## src/bep_pkg.sv

```systemverilog
package bep_pkg;

    localparam logic [7:0] ID_SSID      = 8'd0;
    localparam logic [7:0] ID_TPC       = 8'd35;
    localparam logic [7:0] ID_HT        = 8'd45;
    localparam logic [7:0] ID_VHT       = 8'd191;
    localparam logic [7:0] ID_EXT       = 8'd255;
    localparam logic [7:0] EXT_HE_CAP   = 8'd35;
    localparam logic [7:0] EXT_HE_OP    = 8'd36;
    localparam logic [7:0] EXT_EHT_CAP  = 8'd108;
    localparam logic [7:0] TPC_LENGTH   = 8'd2;
    localparam logic [7:0] HE_OP_MIN    = 8'd5;
    localparam logic [7:0] COLOR_OFFSET = 8'd4;

    typedef enum logic [1:0] {
        PH_ID      = 2'd0,
        PH_LEN     = 2'd1,
        PH_PAYLOAD = 2'd2
    } phase_t;

    typedef struct packed {
        phase_t     phase;
        logic [7:0] elem_id;
        logic [7:0] elem_len;
        logic [7:0] pay_idx;
        logic [7:0] ext_id;
        logic [7:0] first_byte;
        logic [7:0] color_byte;
        logic       ssid_found;
        logic       ssid_hidden;
        logic       txp_valid;
        logic [3:0] phy_flags;
        logic [7:0] ssid_size;
        logic [7:0] tx_power;
        logic [7:0] color_bits;
    } parse_state_t;

    // Summary as it travels on the result channel, lowest field in bit 0.
    typedef struct packed {
        logic              truncated;
        logic              color_disabled;
        logic              color_partial;
        logic [5:0]        color_code;
        logic [3:0]        phy_flags;
        logic              tx_power_valid;
        logic signed [7:0] tx_power_dbm;
        logic [7:0]        ssid_length;
        logic              ssid_hidden;
        logic              ssid_found;
    } summary_t;

    localparam parse_state_t STATE_RESET = '{
        phase: PH_ID,
        default: '0
    };

endpackage

```

## src/bep_parse.sv

```systemverilog
module bep_parse (
    input  logic              aclk,
    input  logic              aresetn,
    input  logic              step_en,
    input  logic [7:0]        data_byte,
    input  logic              last_byte,
    input  logic              no_data,
    output bep_pkg::summary_t summary
);
    import bep_pkg::*;

    parse_state_t state_reg;
    parse_state_t state_next;
    parse_state_t upd;
    logic         commit;

    // One byte advances the element walk; a completed element is folded
    // into the summary fields in the same step.
    always_comb begin
        upd    = state_reg;
        commit = 1'b0;
        if (!no_data) begin
            unique case (state_reg.phase)
                PH_ID: begin
                    upd.elem_id    = data_byte;
                    upd.pay_idx    = '0;
                    upd.ext_id     = '0;
                    upd.first_byte = '0;
                    upd.color_byte = '0;
                    upd.phase      = PH_LEN;
                end
                PH_LEN: begin
                    upd.elem_len = data_byte;
                    if (data_byte == 8'd0) begin
                        commit = 1'b1;
                    end else begin
                        upd.phase = PH_PAYLOAD;
                    end
                end
                PH_PAYLOAD: begin
                    if (state_reg.pay_idx == 8'd0) begin
                        upd.first_byte = data_byte;
                        if (state_reg.elem_id == ID_EXT) begin
                            upd.ext_id = data_byte;
                        end
                    end
                    if (state_reg.pay_idx == COLOR_OFFSET) begin
                        upd.color_byte = data_byte;
                    end
                    upd.pay_idx = state_reg.pay_idx + 8'd1;
                    if (upd.pay_idx >= state_reg.elem_len) begin
                        commit = 1'b1;
                    end
                end
                default: begin
                    upd.phase = PH_ID;
                end
            endcase
        end

        if (commit) begin
            if (upd.elem_id == ID_SSID) begin
                upd.ssid_found  = 1'b1;
                upd.ssid_hidden = (upd.elem_len == 8'd0);
                upd.ssid_size   = upd.elem_len;
            end
            if (upd.elem_id == ID_TPC && upd.elem_len == TPC_LENGTH) begin
                upd.tx_power  = upd.first_byte;
                upd.txp_valid = 1'b1;
            end
            if (upd.elem_id == ID_HT && upd.elem_len != 8'd0) begin
                upd.phy_flags[0] = 1'b1;
            end
            if (upd.elem_id == ID_VHT && upd.elem_len != 8'd0) begin
                upd.phy_flags[1] = 1'b1;
            end
            if (upd.elem_id == ID_EXT && upd.elem_len != 8'd0) begin
                if (upd.ext_id == EXT_HE_CAP) begin
                    upd.phy_flags[2] = 1'b1;
                end
                if (upd.ext_id == EXT_HE_OP && upd.elem_len >= HE_OP_MIN) begin
                    upd.color_bits = upd.color_byte;
                end
                if (upd.ext_id == EXT_EHT_CAP) begin
                    upd.phy_flags[3] = 1'b1;
                end
            end
            upd.phase = PH_ID;
        end

        summary.ssid_found     = upd.ssid_found;
        summary.ssid_hidden    = upd.ssid_hidden;
        summary.ssid_length    = upd.ssid_size;
        summary.tx_power_dbm   = upd.tx_power;
        summary.tx_power_valid = upd.txp_valid;
        summary.phy_flags      = upd.phy_flags;
        summary.color_code     = upd.color_bits[5:0];
        summary.color_partial  = upd.color_bits[6];
        summary.color_disabled = upd.color_bits[7];
        summary.truncated      = (upd.phase == PH_PAYLOAD);

        // The end of a buffer returns the walk to its starting point.
        state_next = (last_byte || no_data) ? STATE_RESET : upd;
    end

    always_ff @(posedge aclk) begin
        if (!aresetn) begin
            state_reg <= STATE_RESET;
        end else if (step_en) begin
            state_reg <= state_next;
        end
    end

endmodule

```

## src/beacon_element_parser.sv

```systemverilog
// Channel  Direction  tdata                      Sideband
// s_       in         data_byte [7:0]            tlast = last_byte, tuser = no_data
// m_       out        summary fields [31:0]      none
//
// Each byte is held in the input register, where the element walk advances
// it, and a byte that ends a buffer then writes the summary to the output
// register, which drives m_tvalid. One transfer can be taken every cycle
// unless a waiting result stalls a closing byte. Reset clears the walk, both
// registers' valid flags and all summary state. A stalled result holds the
// input register only when the byte there closes the next buffer; all other
// bytes keep flowing while a summary waits.
module beacon_element_parser (
    input  logic        aclk,
    input  logic        aresetn,

    input  logic        s_tvalid,
    output logic        s_tready,
    input  logic [7:0]  s_tdata,   // [7:0] data_byte
    input  logic        s_tlast,   // last_byte
    input  logic        s_tuser,   // no_data

    output logic        m_tvalid,
    input  logic        m_tready,
    output logic [31:0] m_tdata    // [0] ssid_found, [1] ssid_hidden,
                                   // [9:2] ssid_length, [17:10] tx_power_dbm,
                                   // [18] tx_power_valid, [22:19] phy_flags,
                                   // [28:23] color_code, [29] color_partial,
                                   // [30] color_disabled, [31] truncated
);
    import bep_pkg::*;

    logic       in_valid_reg;
    logic [7:0] in_byte_reg;
    logic       in_last_reg;
    logic       in_none_reg;

    logic       out_valid_reg;
    summary_t   out_data_reg;

    summary_t   summary;
    logic       ends_buffer;
    logic       out_free;
    logic       advance;

    // The byte in the input register closes a buffer when it is the last
    // byte or a close marker; only then does it need the output slot.
    assign ends_buffer = in_last_reg || in_none_reg;
    assign out_free    = !out_valid_reg || m_tready;
    assign advance     = in_valid_reg && (!ends_buffer || out_free);
    assign s_tready    = !in_valid_reg || advance;

    bep_parse u_parse (
        .aclk      (aclk),
        .aresetn   (aresetn),
        .step_en   (advance),
        .data_byte (in_byte_reg),
        .last_byte (in_last_reg),
        .no_data   (in_none_reg),
        .summary   (summary)
    );

    // Input register: loads whenever the slot is empty or its byte moves on.
    always_ff @(posedge aclk) begin
        if (!aresetn) begin
            in_valid_reg <= 1'b0;
        end else if (s_tready) begin
            in_valid_reg <= s_tvalid;
        end
    end

    always_ff @(posedge aclk) begin
        if (s_tready && s_tvalid) begin
            in_byte_reg <= s_tdata;
            in_last_reg <= s_tlast;
            in_none_reg <= s_tuser;
        end
    end

    // Output register: a summary is written as its closing byte advances
    // and is held until the downstream side takes it.
    always_ff @(posedge aclk) begin
        if (!aresetn) begin
            out_valid_reg <= 1'b0;
        end else if (advance && ends_buffer) begin
            out_valid_reg <= 1'b1;
        end else if (m_tready) begin
            out_valid_reg <= 1'b0;
        end
    end

    always_ff @(posedge aclk) begin
        if (advance && ends_buffer) begin
            out_data_reg <= summary;
        end
    end

    assign m_tvalid = out_valid_reg;
    assign m_tdata  = out_data_reg;

endmodule

```

## config.mk

```make
export PLATFORM = sky130hd
export DESIGN_NAME = beacon_element_parser
export DESIGN_NICKNAME = d
export VERILOG_FILES = /design/src/bep_pkg.sv /design/src/bep_parse.sv /design/src/beacon_element_parser.sv
export SDC_FILE = /design/constraint.sdc
export NUM_CORES = 1
export LEC_CHECK = 0
export BUFFER_PORTS_ARGS = -buffer_cell sky130_fd_sc_hd__buf_4
export CAP_MARGIN = 5
export CORE_MARGIN = 3
export CORE_UTILIZATION = 47
export CTS_CLUSTER_DIAMETER = 150
export DETAILED_ROUTE_END_ITERATION = 8
export PLACE_DENSITY = 0.67
export SYNTH_ARGS = -nofsm -noshare
export SYNTH_HDL_FRONTEND = slang
export SYNTH_HIERARCHICAL = 1
export SYNTH_SLANG_ARGS = --single-unit
```

## constraint.sdc

```tcl
create_clock -name aclk -period 3.3 [get_ports aclk]
set_input_delay 0.66 -clock aclk [delete_from_list [all_inputs] [get_ports aclk]]
set_output_delay 0.66 -clock aclk [all_outputs]
set_load 0.03 [all_outputs]
```

# ---- After elaboration in Yosys (flattened, before gate mapping)
# Index checks and enable logic that the tools add are counted.
dict set report totals {
  register_bits 125
  inputBits 14
  output_inout_bits 34
  elab_cells 99
}
dict set report op_classes {
  add_sub_neg 1
  n_lt_le_gt_ge 2
  n_eq_ne 14
  mux 29
  reduce_logical 24
}
# op n
set ops {}
lappend ops {{$mux W81} 1}
lappend ops {{$mux W8} 8}
lappend ops {{$pmux W32 S2} 1}
lappend ops {{$mux W50} 1}
lappend ops {{$eq A8 B6 Y1 const B} 4}
lappend ops {{$logic_not A8 Y1} 4}
lappend ops {{$mux W31} 1}
lappend ops {{$eq A8 B8 Y1 const B} 3}
lappend ops {{$mux W16} 1}
lappend ops {{$mux W1} 10}
lappend ops {{$add A8 B1 Y8 const B} 1}
lappend ops {{$eq A8 B2 Y1 const B} 1}
lappend ops {{$eq A8 B3 Y1 const B} 1}
lappend ops {{$eq A8 B7 Y1 const B} 1}
lappend ops {{$ge A8 B3 Y1 const B} 1}
lappend ops {{$ge A8 B8 Y1} 1}
lappend ops {{$logic_and A1 B1 Y1} 8}
lappend ops {{$mux W2} 4}
lappend ops {{$reduce_bool A8 Y1} 1}
lappend ops {{$pmux W2 S3} 1}
lappend ops {{$eq A2 B2 Y1 const B} 2}
lappend ops {{$logic_or A1 B1 Y1} 4}
lappend ops {{$logic_not A1 Y1} 3}
lappend ops {{$reduce_and A3 Y1} 1}
lappend ops {{6 further kinds} 6}

# ---- Logic depth before layout (Yosys ltp)
dict set report depth {
  depth_word 11
  mapped_depth 14
  mapped_depth_nobuf 12
}

# ---- By module
# Netlist, hierarchy kept.
# module instances cells_each area_each_um2 seq_area_each_um2
set by_module_without_submodules {}
lappend by_module_without_submodules {bep_parse 1 623 4728.3 1621.6}
lappend by_module_without_submodules {beacon_element_parser 1 55 1380.1 1301.2}

# ---- Least setup slack after synthesis
# No wires, ideal clock.
dict set report synth_path {
  path_type {reg-to-reg}
  start {register u_parse/state_reg[57] in the netlist's numbering}
  end {register u_parse/state_reg[13] in the netlist's numbering}
  setup_time_ns 0.117
  arrival_time_ns 3.122
  required_ns 3.183
  path_slack_ns 0.061
  path_stages_with_launch 15
  path_cell_list {dfxtp_1 -> clkbuf_1 -> and3_1 -> and3_2 -> nand3_1 -> xnor2_1 -> ha_1 -> nand2_1 -> nor3_1 -> a222oi_1 -> nor3_1 -> and4_1 -> clkbuf_1 -> mux2_2 -> a32o_1}
}
# element line
set synth_lines {}
lappend synth_lines {{start: declaration} bep_parse.sv:12} ;# parse_state_t state_reg;
lappend synth_lines {{start signal: assignment} bep_parse.sv:110} ;# state_reg <= state_next;

==> qor.yml <==
status:
  status: "completed"
critical_path:
  critical_path.max_stage_delay_ns: 0.35
  cp.required_ns: 3.47
  r2r_slack_ns: 0.18
  crit_chain: "and3_4, and3_2, nand3_1, xnor2_1, ha_1, nand2_1, o21ai_0, a222oi_1, buf_4, nor2_2, nand4_1, nor3_4, buf_12, mux2_2"
  worst_setup_path_start_kind: "flip-flop"
  crit_slowest_cell: "dfxtp_2"
  cp_data_arrival_time_ns: 3.29
  end_kind: "flip-flop"
  path_max_fanout: 8
  path_class: "flip-flop to flip-flop"
synthesis:
  ys.flop_type: "dfxtp_1"
  postSynthNetCount: 706
  yosysSeqAreaShare_pct: 47.85
  synth_area_sq_um: 6108
  synth_cells: 678
  synth-xor-area-share_pct: 0.8603
  avgSynthCellArea_sq_um: 9.009
  ys_warn_count: 6
  synthSimpleGateAreaFrac_pct: 20.63
  synthAdderAreaFrac_pct: 2.868
  synthArstFlopShare_pct: 0
  muxShareOfSynthArea_pct: 3.974
  synth_top_family_by_area: "simple AND/OR/NAND/NOR gates"
  synth_compound_area_share_pct: 19.58
  synth_cell_types: 65
  synth_edf_count: 42
  ys_ff_latch: 125
routing:
  first_iter_violations: 555
  wl_microns: 15880
  wl_per_cell_microns: 17.28
  antenna_left: 0
  vias_per_cell: 5.853
  vias: 5379
  drtPass1Iterations: 6
  drc: 0
min_path:
  hp-class: "input port to flip-flop"
power:
  p_seq_share_pct: 46.0
  ir_worst_vdd_uv: 299.7
  p_leak_nw: 2.777
  powerDensity_nw_per_um2: 478.6
  p_switching_uw: 833.7
  p_sw_share_pct: 23.66
  pwr-share-comb_pct: 6.1
  cellInternalPower_mw: 2.691
  p_clk_share_pct: 47.9
clock_tree:
  clockBufferDepth: 2
  htreeDepth: 4
  ctsRootBufferMaster: "clkbuf_16"
  numCtsBuffers: 17
  path_clk_slew_ns: 0.06
  clock_latency_ns: 0.42
  cts_tree: "built"
  cts.sinks: 125
global_routing:
  grt_pass1_vias: 5013
  grt_pass1_wl_microns: 25700
  grt_antenna_before_repair: 0
  grt_max_degree: 54
  grt_util_all_layers_pct: 22.68
  grt_overflow: 0
sta:
  slew_viol_final: 0
  finalCritPeriodShare_pct: 94.59
  worst_pin_slew_ns: 0.9260
  finalClockSkew_ns: 0.007210
  hold_ws_ns: 0.4113
  maxClockFrequency_mhz: 320.4
  hold_viol: 0
  relSlewSlack_pct: 38.18
  setup_violations: 0
  setup_ws_ns: 0.1786
  grt_setup_unrepaired: "no"
  fin_crit_ns: 3.121
floorplan:
  die_area_sq_um: 14400
  start_util_pct: 48.21
  die-height_microns: 120
  core.rowCount: 41
  core_area_sq_um: 12670
  die_w_microns: 120
  num_io_pins: 48
layout:
  most-common-layout-cells: "nor2_1, nand2_1, buf_4, dfxtp_1, a21oi_1"
  seq_area_sq_um: 2925
  nets: 762
  fill_cells: 1100
  post_route_cells_drive_above_1_share_pct: 21.15
  final_util_pct: 58.11
  area_delta_synth_final_pct: 20.54
  final_area_sq_um: 7363
  multi_input_area_sq_um: 2963
  largest_register_ffs: 81
  num_antenna_cells: 0
  final_common_cell: "nor2_1"
job:
  drv_cap: 0
placed_design:
  hpwl_microns: 10720
  gp_congestion: 0.9894
  io_buffers: 47
  placed_area_sq_um: 6779
  post-place-ws_ns: -0.02312
==> cell usage after synthesis (all sizes together) (2+ instances only) <==
| cell | number | area share (%) |
|---|---|---|
| buf | 3 | 0.35 |
| o31ai | 10 | 1.3 |
| nor2b | 7 | 0.72 |
| or2 | 4 | 0.41 |
| a211oi | 4 | 0.49 |
| o2bb2ai | 2 | 0.39 |
| a22o | 4 | 0.57 |
| dfxtp | 83 | 27 |
| mux2 | 18 | 3.3 |
| ha | 14 | 2.9 |
| a21oi | 45 | 3.7 |
| mux2i | 4 | 0.66 |
| and4 | 2 | 0.29 |
| and3 | 17 | 1.8 |
| nor3b | 4 | 0.49 |
| o41ai | 2 | 0.29 |
| o21a | 3 | 0.37 |
| nand3b | 2 | 0.25 |
| or3 | 6 | 0.64 |
| o21bai | 4 | 0.49 |
| nand2 | 83 | 5.1 |
| a22oi | 34 | 4.2 |
| nor3 | 12 | 1.2 |
| nand3 | 20 | 1.8 |
| o221ai | 2 | 0.29 |
| xnor2 | 3 | 0.43 |
| xor2 | 3 | 0.43 |
| inv | 19 | 1.2 |
| and2 | 4 | 0.43 |
| o21ai | 34 | 2.8 |
| or4 | 2 | 0.31 |
| nand4 | 6 | 0.61 |
| o211ai | 8 | 0.98 |
| a32o | 9 | 1.5 |
| nor2 | 85 | 5.2 |
| edfxtp | 42 | 21 |
| nor4 | 4 | 0.41 |
| o22ai | 10 | 1.0 |
| clkbuf | 44 | 2.7 |
| a221oi | 2 | 0.29 |
| nand2b | 7 | 0.84 |
==> path summary, 6_finish.rpt <==
kind,endpoint,cells after the start,start
hold / removal,in_byte_reg[6],1,s_tdata[6]
hold reg to reg,u_parse/state_reg[35],2,u_parse/state_reg[35]
setup / recovery,m_tdata[27],14,u_parse/state_reg[55]
setup reg to reg,m_tdata[27],14,u_parse/state_reg[55]
==> worst max-delay path, delay by kind of cell (launching register included) <==
family | cells | cell delay, ns
flops | 1 | 0.35
xor+xnor | 1 | 0.16
compound gates | 2 | 0.28
simple gates | 7 | 1.14
mux | 1 | 0.33
fa+ha+maj | 1 | 0.30
buf+inv | 2 | 0.31
==> layout make-up <==
type | instances | area share (%)
timing repair buffer | 84 | 8.785
inverter | 19 | 0.9686
clock buffer | 22 | 6.457
tap | 172 | 2.923
clock inverter | 10 | 0.9006
sequential | 125 | 39.73
multi-input combinational | 487 | 40.24
==> metal layers <==
layer,track usage (%),up-vias,share of wire [%]
met4,9.019,0,2.0
li1,-,2571,-
met5,0,-,0
met1,30.82,2555,45
met2,34.63,230,46
met3,5.844,23,7.0
==> cell families (layout without fill, tap and decap cells) <==
| group | count (synthesis) | after routing |
|---|---|---|
| adders and majority gates | 14 | 14 |
| DFF | 125 | 125 |
| muxes | 22 | 22 |
| AOI/OAI and AO/OA | 179 | 179 |
| buffers and inverters | 66 | 135 |
| xor gates and xnor gates | 6 | 6 |
| and+or+nand+nor | 266 | 266 |
==> per-stage QoR <==
step	TNS (ns)	std cells	total power [mW]
after global routing	0	919	3.654
after CTS	0	918	3.554
final	0	919	3.524
after global placement	0	886	1.863
after detailed placement	-0.03843	886	1.865
after floorplan	0	678	1.775
==> power groups by stage <==
stage               sequential, mW  clock (mW)  combinational (mW)
floorplan                     1.68           0              0.0985
global placement              1.65           0               0.209
detailed placement            1.66           0               0.210
CTS                           1.62        1.72               0.210
global route                  1.62        1.80               0.228
finish                        1.62        1.69               0.213
==> repair_timing <==
item,4_1_cts,5_1_grt
setup buffers,0,1
pin swaps,0,3
hold buffers,0,0
setup endpoints to repair,8,53
endpoints found under the hold margin,0,0
resized for setup,1,11
(Power assumes the default switching activity.)
